==> src/rtl/tcc_pkg.sv <==
// Shared constants, types and helper functions of the text console.
package tcc_pkg;

  localparam int COLUMNS = 80;
  localparam int ROWS    = 25;
  localparam int CELLS   = ROWS * COLUMNS;

  localparam int ROW_W  = $clog2(ROWS);
  localparam int COL_W  = $clog2(COLUMNS);
  localparam int ADDR_W = $clog2(CELLS);

  localparam logic [ROW_W:0]  ROWS_X = (ROW_W + 1)'(ROWS);
  localparam logic [COL_W:0]  COLS_X = (COL_W + 1)'(COLUMNS);

  localparam logic [7:0] NEWLINE_CODE = 8'd10;
  localparam logic [7:0] SPACE_CODE   = 8'd32;
  localparam logic [7:0] RESET_COLOR  = 8'd7;

  typedef enum logic [1:0] {
    CMD_PUT   = 2'd0,
    CMD_READ  = 2'd1,
    CMD_CLEAR = 2'd2,
    CMD_NONE  = 2'd3
  } tcc_cmd_t;

  typedef enum logic [2:0] {
    ST_IDLE,
    ST_EXEC,
    ST_READ_WAIT,
    ST_FILL,
    ST_DONE
  } tcc_state_t;

  typedef struct packed {
    tcc_cmd_t    command;
    logic [7:0]  char_code;
    logic [4:0]  read_row;
    logic [6:0]  read_col;
  } tcc_item_t;

  typedef struct packed {
    logic        scrolled;
    logic [6:0]  cursor_col;
    logic [4:0]  cursor_row;
    logic [15:0] cell_word;
  } tcc_result_t;

  typedef struct packed {
    logic              we;
    logic [ADDR_W-1:0] addr;
    logic [15:0]       wdata;
  } tcc_mem_req_t;

  // Attribute in the high byte, character in the low byte.
  function automatic logic [15:0] make_cell(logic [7:0] color, logic [7:0] code);
    return {color, code};
  endfunction

  // Map a screen row and column to a memory address; the rows form a ring
  // that starts at the physical row top.
  function automatic logic [ADDR_W-1:0] cell_addr(logic [ROW_W-1:0] top,
                                                  logic [ROW_W-1:0] row,
                                                  logic [COL_W-1:0] col);
    logic [ROW_W:0] sum;
    sum = {1'b0, top} + {1'b0, row};
    if (sum >= ROWS_X) begin
      sum = sum - ROWS_X;
    end
    return ADDR_W'(ADDR_W'(sum[ROW_W-1:0]) * ADDR_W'(COLUMNS)) + ADDR_W'(col);
  endfunction

endpackage

==> src/rtl/tcc_ctrl.sv <==
// Command sequencer: cursor, scroll ring pointer, row blanking and screen fill.
module tcc_ctrl (
  input  logic                  clk,
  input  logic                  rst,
  input  logic                  item_valid,
  input  tcc_pkg::tcc_item_t    item,
  output logic                  ready,
  input  logic [7:0]            text_color,
  output logic                  result_valid,
  output tcc_pkg::tcc_result_t  result,
  input  logic                  result_take,
  output tcc_pkg::tcc_mem_req_t mem_req,
  input  logic [15:0]           mem_rdata
);
  import tcc_pkg::*;

  tcc_state_t        state, state_next;
  logic              init_pass;
  tcc_cmd_t          cmd;
  logic [7:0]        ch;
  logic [4:0]        rrow;
  logic [6:0]        rcol;
  logic [ROW_W-1:0]  cur_row;
  logic [COL_W-1:0]  cur_col;
  logic [ROW_W-1:0]  top_row;
  logic [ADDR_W-1:0] fill_addr;
  logic [ADDR_W-1:0] fill_end;
  logic [15:0]       fill_word;
  logic [15:0]       res_word;
  logic              res_scrolled;

  logic [COL_W:0]    col_inc;
  logic              col_wrap;
  logic              is_newline;
  logic              row_step;
  logic              scroll_now;
  logic              in_range;
  logic              fill_last;
  logic [ROW_W-1:0]  top_inc;
  logic [15:0]       put_cell;

  // Decode the current item
  assign col_inc    = {1'b0, cur_col} + 1'b1;
  assign col_wrap   = (col_inc == COLS_X);
  assign is_newline = (ch == NEWLINE_CODE);
  assign row_step   = (cmd == CMD_PUT) && (is_newline || col_wrap);
  assign scroll_now = row_step && (cur_row == ROW_W'(ROWS - 1));
  assign in_range   = (int'(rrow) < ROWS) && (int'(rcol) < COLUMNS);
  assign fill_last  = (fill_addr == fill_end);
  assign top_inc    = (top_row == ROW_W'(ROWS - 1)) ? '0 : top_row + 1'b1;
  assign put_cell   = make_cell(text_color, ch);

  // Next state
  always_comb begin
    state_next = state;
    unique case (state)
      ST_IDLE: begin
        if (item_valid) begin
          state_next = ST_EXEC;
        end
      end
      ST_EXEC: begin
        unique case (cmd)
          CMD_PUT:   state_next = scroll_now ? ST_FILL : ST_DONE;
          CMD_READ:  state_next = in_range ? ST_READ_WAIT : ST_DONE;
          CMD_CLEAR: state_next = ST_FILL;
          CMD_NONE:  state_next = ST_DONE;
        endcase
      end
      ST_READ_WAIT: state_next = ST_DONE;
      ST_FILL: begin
        if (fill_last) begin
          state_next = init_pass ? ST_IDLE : ST_DONE;
        end
      end
      ST_DONE: begin
        if (result_take) begin
          state_next = ST_IDLE;
        end
      end
      default: state_next = ST_IDLE;
    endcase
  end

  // Memory port, handshake and result
  always_comb begin
    mem_req       = '0;
    mem_req.addr  = cell_addr(top_row, cur_row, cur_col);
    mem_req.wdata = put_cell;
    ready         = (state == ST_IDLE);
    result_valid  = (state == ST_DONE);
    unique case (state)
      ST_EXEC: begin
        if (cmd == CMD_PUT && !is_newline) begin
          mem_req.we = 1'b1;
        end else if (cmd == CMD_READ) begin
          mem_req.addr = cell_addr(top_row, ROW_W'(rrow), COL_W'(rcol));
        end
      end
      ST_FILL: begin
        mem_req.we    = 1'b1;
        mem_req.addr  = fill_addr;
        mem_req.wdata = fill_word;
      end
      default: ;
    endcase
  end

  assign result.cell_word  = res_word;
  assign result.cursor_row = 5'(cur_row);
  assign result.cursor_col = 7'(cur_col);
  assign result.scrolled   = res_scrolled;

  // State register
  always_ff @(posedge clk) begin
    if (rst) begin
      state <= ST_FILL;
    end else begin
      state <= state_next;
    end
  end

  // Cursor, ring pointer and fill sweep
  always_ff @(posedge clk) begin
    if (rst) begin
      init_pass <= 1'b1;
      cur_row   <= '0;
      cur_col   <= '0;
      top_row   <= '0;
      fill_addr <= '0;
      fill_end  <= ADDR_W'(CELLS - 1);
      fill_word <= make_cell(RESET_COLOR, SPACE_CODE);
    end else begin
      unique case (state)
        ST_IDLE: begin
          if (item_valid) begin
            cmd          <= item.command;
            ch           <= item.char_code;
            rrow         <= item.read_row;
            rcol         <= item.read_col;
            res_word     <= '0;
            res_scrolled <= 1'b0;
          end
        end
        ST_EXEC: begin
          unique case (cmd)
            CMD_PUT: begin
              if (!is_newline) begin
                res_word <= put_cell;
              end
              // advance column, wrap to next row
              if (is_newline || col_wrap) begin
                cur_col <= '0;
              end else begin
                cur_col <= col_inc[COL_W-1:0];
              end
              if (scroll_now) begin
                // old top row becomes the blank bottom row
                top_row      <= top_inc;
                fill_addr    <= cell_addr(top_row, '0, '0);
                fill_end     <= cell_addr(top_row, '0, COL_W'(COLUMNS - 1));
                fill_word    <= make_cell(text_color, SPACE_CODE);
                res_scrolled <= 1'b1;
              end else if (row_step) begin
                cur_row <= cur_row + 1'b1;
              end
            end
            CMD_CLEAR: begin
              cur_row   <= '0;
              cur_col   <= '0;
              top_row   <= '0;
              fill_addr <= '0;
              fill_end  <= ADDR_W'(CELLS - 1);
              fill_word <= make_cell(text_color, SPACE_CODE);
            end
            CMD_READ: ;
            CMD_NONE: ;
          endcase
        end
        ST_READ_WAIT: res_word <= mem_rdata;
        ST_FILL: begin
          fill_addr <= fill_addr + 1'b1;
          if (fill_last) begin
            init_pass <= 1'b0;
          end
        end
        default: ;
      endcase
    end
  end

endmodule

==> config.mk <==
export PLATFORM = sky130hd
export DESIGN_NAME = tcc_ctrl
export DESIGN_NICKNAME = d
export VERILOG_FILES = /design/src/rtl/tcc_pkg.sv /design/src/rtl/tcc_ctrl.sv
export SDC_FILE = /design/constraint.sdc
export NUM_CORES = 1
export LEC_CHECK = 0
export ABC_CLOCK_PERIOD_IN_PS = 4270
export BUFFER_PORTS_ARGS = -buffer_cell sky130_fd_sc_hd__buf_4
export CAP_MARGIN = 20
export CELL_PAD_IN_SITES_DETAIL_PLACEMENT = 1
export CELL_PAD_IN_SITES_GLOBAL_PLACEMENT = 1
export CORE_ASPECT_RATIO = 0.9
export CORE_MARGIN = 3
export CORE_UTILIZATION = 38
export CTS_BUF_LIST = sky130_fd_sc_hd__clkbuf_8 sky130_fd_sc_hd__clkbuf_16
export CTS_CLUSTER_DIAMETER = 40
export DETAILED_ROUTE_END_ITERATION = 8
export GPL_ROUTABILITY_DRIVEN = 0
export PLACE_DENSITY_LB_ADDON = 0.1
export SETUP_SLACK_MARGIN = 0.02
export SLEW_MARGIN = 20
export SYNTH_ARGS = -nofsm -noshare
export SYNTH_HDL_FRONTEND = slang
export SYNTH_SLANG_ARGS = --single-unit
==> constraint.sdc <==
create_clock -name clk -period 4.27 [get_ports clk]
set_clock_uncertainty 0.1 [all_clocks]
set_input_delay 0.2135 -clock clk [delete_from_list [all_inputs] [get_ports clk]]
set_output_delay 0.2135 -clock clk [all_outputs]
set_load 0.01 [all_outputs]
* Word level (Yosys, flattened, before mapping)
Cells that the tools add are included.
Word-level totals: input bits 50, output and inout bits 59, logic and storage cells 125, bits in registers 98
Cells by class: reductions and logical operators 21, bitwise gates (word level) 1, order comparisons 5, equality and inequality tests 23, muxes and demuxes 46, $add $sub $neg 12, multipliers 3
Operators by type and width (number):
- $mux W16 | 5
- $mux W5 | 14
- $pmux W11 S2 | 3
- $pmux W16 S3 | 1
- $mux W11 | 4
- $pmux W16 S2 | 1
- $pmux W12 S2 | 1
- $add A11 B7 Y11 | 2
- $mul A5 B3 Y7 const B | 3
- $pmux W5 S2 | 2
- $mux W3 | 6
- $ne A2 B2 Y1 const B | 8
- $pmux W3 S5 | 1
- $sub A5 B5 Y5 const B | 3
- $pmux W7 S2 | 1
- $add A5 B5 Y6 | 2
- $ge A6 B5 Y1 const B | 2
- $pmux W3 S4 | 1
- $reduce_and A3 Y1 | 4
- $add A11 B1 Y11 const B | 1
- $add A11 B7 Y11 const B | 1
- $eq A11 B11 Y1 | 1
- $add A5 B1 Y5 const B | 2
- $eq A5 B5 Y1 const B | 2
- 28 further kinds | 40

* Logic depth before layout (Yosys ltp)
depth in word-level cells 13, gate-level depth with buffers 21, mapped depth without buffers 21

* Worst setup path after synthesis
OpenSTA, ideal clock, no wires.
path kind reg2out, from register top_row[0], to output mem_req[26] in the netlist's numbering, required time 3.957 ns, stages on the path, launching flop included 22, buffers on the path 0, arrival time 4.245 ns, slack -0.288 ns, cells stage by stage dfxtp_1 -> ha_1 -> inv_1 -> fa_1 -> ha_1 -> nand2b_1 -> nor2_1 -> nand3b_1 -> nand2_1 -> a211o_1 -> o31ai_1 -> xnor2_1 -> ha_1 -> ha_1 -> inv_1 -> fa_1 -> or2_2 -> a21oi_1 -> nor2_1 -> a21oi_1 -> xor2_1 -> o221ai_1
RTL lines:
- from (decl) | line tcc_ctrl.sv:25 | logic [ROW_W-1:0] top_row;
- from (signal assigned) | line tcc_ctrl.sv:159 | top_row <= top_inc;
- to (decl) | line tcc_ctrl.sv:12 | output tcc_pkg::tcc_mem_req_t mem_req,

==> summary.md <==
| Metric | Value |
|---|---|
| Max-cap viol count | `0` |
| Failing checks | `negative setup slack` |
| Routed Antenna Nets | `0` |
| Top Ports | `109` |
| Outcome | `finished, violations left` |
| Die H | `122 µm` |
| H-Tree Depth | `3` |
| Register area share after synthesis | `37.0%` |
| Total Power | `3.28 mW` |
| Non-Filler Instances | `1031` |
| Net Count, Synth | `751` |
| # rows | `41` |
| CP Data Required Time | `3.96 ns` |
| Vias in the first global route | `6231` |
| RSZ-0062 raised after global routing | `true` |
| Initial antenna violation count | `0` |
| Most frequent cells in the layout | `buf_4, nand2_1, nor2_1` |
| Port Buffers | `108` |
| Layout fillers | `1668` |
| Worst Setup Slack post-DPL | `-0.486 ns` |
| Area occupied by multi-input gates | `3730 µm²` |
| Wire length per cell | `20.8 µm` |
| Reg-to-Reg Start | `top_row[1]` |
| Max Clock Freq | `0.197 GHz` |
| CTS tree | `built` |
| Unique masters post-synth | `63` |
| P per Cell Area | `408 nW/µm²` |
| Fin. max-slew vios | `0` |
| Fin. Hold Viols | `0` |
| Fin util | `56.1%` |
| DR DRC count | `0` |
| Worst skew pair latency | `0.35 ns` |
| CP Data Arrival Time | `4.76 ns` |
| Die ar. | `16500 µm²` |
| Fin crit share | `119%` |
| CTS root buffer | `clkbuf_16` |
| Area grow syn2layout | `41.1%` |
| Clock Tree Buf Depth | `2` |
| DR pass1 iterations | `5` |
| Worst Setup SP | `top_row[0]` |
| Pin count of the biggest net entering global routing | `48` |
| # diodes | `0` |
| Hold WS | `0.0291 ns` |
| Core Footprint | `14400 µm²` |
| CTS Buf Count | `9` |
| NumNets Final | `936` |
| Clk slew on worst S/H paths | `0.06 ns` |
| Yosys reg bits | `86` |
| Hold crit path type | `input port to flip-flop` |
| Post-synth ARST share | `0%` |
| Hold path startpoint | `text_color[5]` |
| Sequential cell area | `2120 µm²` |
| Clock sink total | `86` |
| First-pass GRT wire length | `33300 µm` |
| Yosys warning total | `0` |
| Crit path kind | `flip-flop to primary output` |
| Final worst slack | `-0.800 ns` |
| Worst setup SP type | `flip-flop` |
| DRT iter0 DRCs | `318` |
| Routed via count | `5853` |
| Cells after Synth | `648` |
| Number of synthesized flops with an enable pin | `39` |
| Layout cells sized above 1 | `30.2%` |
| Relative slew slack | `42.0%` |
| Critical-path maximum fanout | `6` |
| Static leakage | `3.57 nW` |
| Most common cell after layout, fill and taps aside | `buf_4` |
| Slew @ Worst Pin | `0.864 ns` |
| Grt ovf | `0` |
| Post-DR vias/cell | `5.68` |
| Placed Instances | `980` |
| Die W | `135 µm` |
| Final Critical Period | `5.07 ns` |
| Mapped Area | `5710 µm²` |
| Post-DP HPWL | `15000 µm` |
| Syn Area/Cell | `8.82 µm²` |
| Final setup viols | `6` |
| GRT Total Usage | `25.7%` |
| Top_reg_cell synth | `dfxtp_1` |
| Total wire length | `21500 µm` |
| Initial Util | `39.8%` |
| CP Capture Type | `primary output` |
| VDD IR-drop max | `0.255 mV` |
## metal layers
metal / part of all wire (%) / GRT usage [%]
met3: 4.4 / 5.04
met1: 43 / 32.0
met2: 51 / 44.7
met5: 0 / 0
met4: 2.3 / 8.82
## final cells by class
cell class | instances | area share, %
Multi-Input combinational cell | 512 | 46.3
Clock buffer | 9 | 2.79
Inverter | 21 | 0.978
Sequential cell | 86 | 26.3
Clock inverter | 7 | 0.807
Tap cell | 193 | 3.00
Timing Repair Buffer | 203 | 19.8
## power breakdown
group / leakage, nW / internal (mW) / total, mW / switching [mW]
Clock: 0.138 / 0.450 / 0.794 / 0.344
Sequential: 0.739 / 0.960 / 1.06 / 0.0967
Combinational: 2.69 / 0.592 / 1.43 / 0.842
Total: 3.57 / 2.00 / 3.28 / 1.28
## critical path, cell delays in order (launching register included)
cell	delay, ns
dfxtp_4	0.37
ha_4	0.14
inv_2	0.04
fa_1	0.52
ha_2	0.23
nand2b_4	0.07
nor2_4	0.09
nand3b_1	0.12
nand2_1	0.08
a211o_4	0.39
nand2_1	0.12
xnor2_1	0.19
ha_1	0.35
ha_4	0.31
nor2b_1	0.15
o21ai_0	0.15
or2_4	0.28
buf_6	0.13
nor2_4	0.10
a21oi_2	0.06
xor2_1	0.17
o221ai_2	0.19
buf_4	0.16
## sequential cells by signal, indices dropped and copies added (netlist names)
name	cells
ch	8
cmd	2
cur_col	7
cur_row	5
fill_addr	11
fill_end	7
fill_word	8
init_pass	1
rcol	7
res_scrolled	1
res_word	16
rrow	5
state	3
top_row	5
## final timing paths
check	endpoint	slack [ns]	cells after the start
max	mem_req[26]	-0.80	22
max reg2reg	fill_end[9]	0.67	12
min reg2reg	fill_word[15]	0.36	2
min	fill_word[13]	0.03	3
## Yosys cell counts (all sizes together) (10+ instances only)
cell,number,area share [%]
a21oi,45,3.9
nor3,15,1.3
edfxtp,39,20
nor2,64,4.2
and2,11,1.2
o21ai,32,2.8
a21o,11,1.4
dfxtp,47,16
nand3,12,1.1
clkbuf,23,1.5
nand2b,10,1.1
and3,12,1.3
a22o,21,3.2
xnor2,19,2.9
a22oi,12,1.6
ha,47,10
nand2,82,5.4
xor2,20,3.1
inv,21,1.4
## cell families after synthesis
kind of cell / Yosys count / share of synthesized area (%)
adders and majority gates: 54 / 12.6
AOI/OAI and AO/OA: 166 / 19.4
buffers and inverters: 50 / 3.46
xor gates and xnor gates: 39 / 5.98
muxes: 2 / 0.372
and+or+nand+nor: 251 / 21.2
DFF: 86 / 37.0
## repair_timing
item | in CTS | in global routing
hold buffers | 25 | 0
hold endpoints to repair | 25 | 0
gates resized for setup | 31 | 18
buffers inserted | 7 | 3
pin swaps | 18 | 14
endpoints found under the setup margin | 6 | 6
## per-stage QoR
| stage | TNS [ns] | instance area (µm²) |
|---|---|---|
| 2_1_floorplan | -0.108 | 5780 |
| 3_3_place_gp | -0.591 | 7180 |
| 3_5_place_dp | -1.30 | 7180 |
| 4_1_cts | -2.22 | 7940 |
| 5_1_grt | -3.89 | 8060 |
| 6_report | -2.64 | 8060 |
Note: power is estimated with default switching activity, not from simulation.
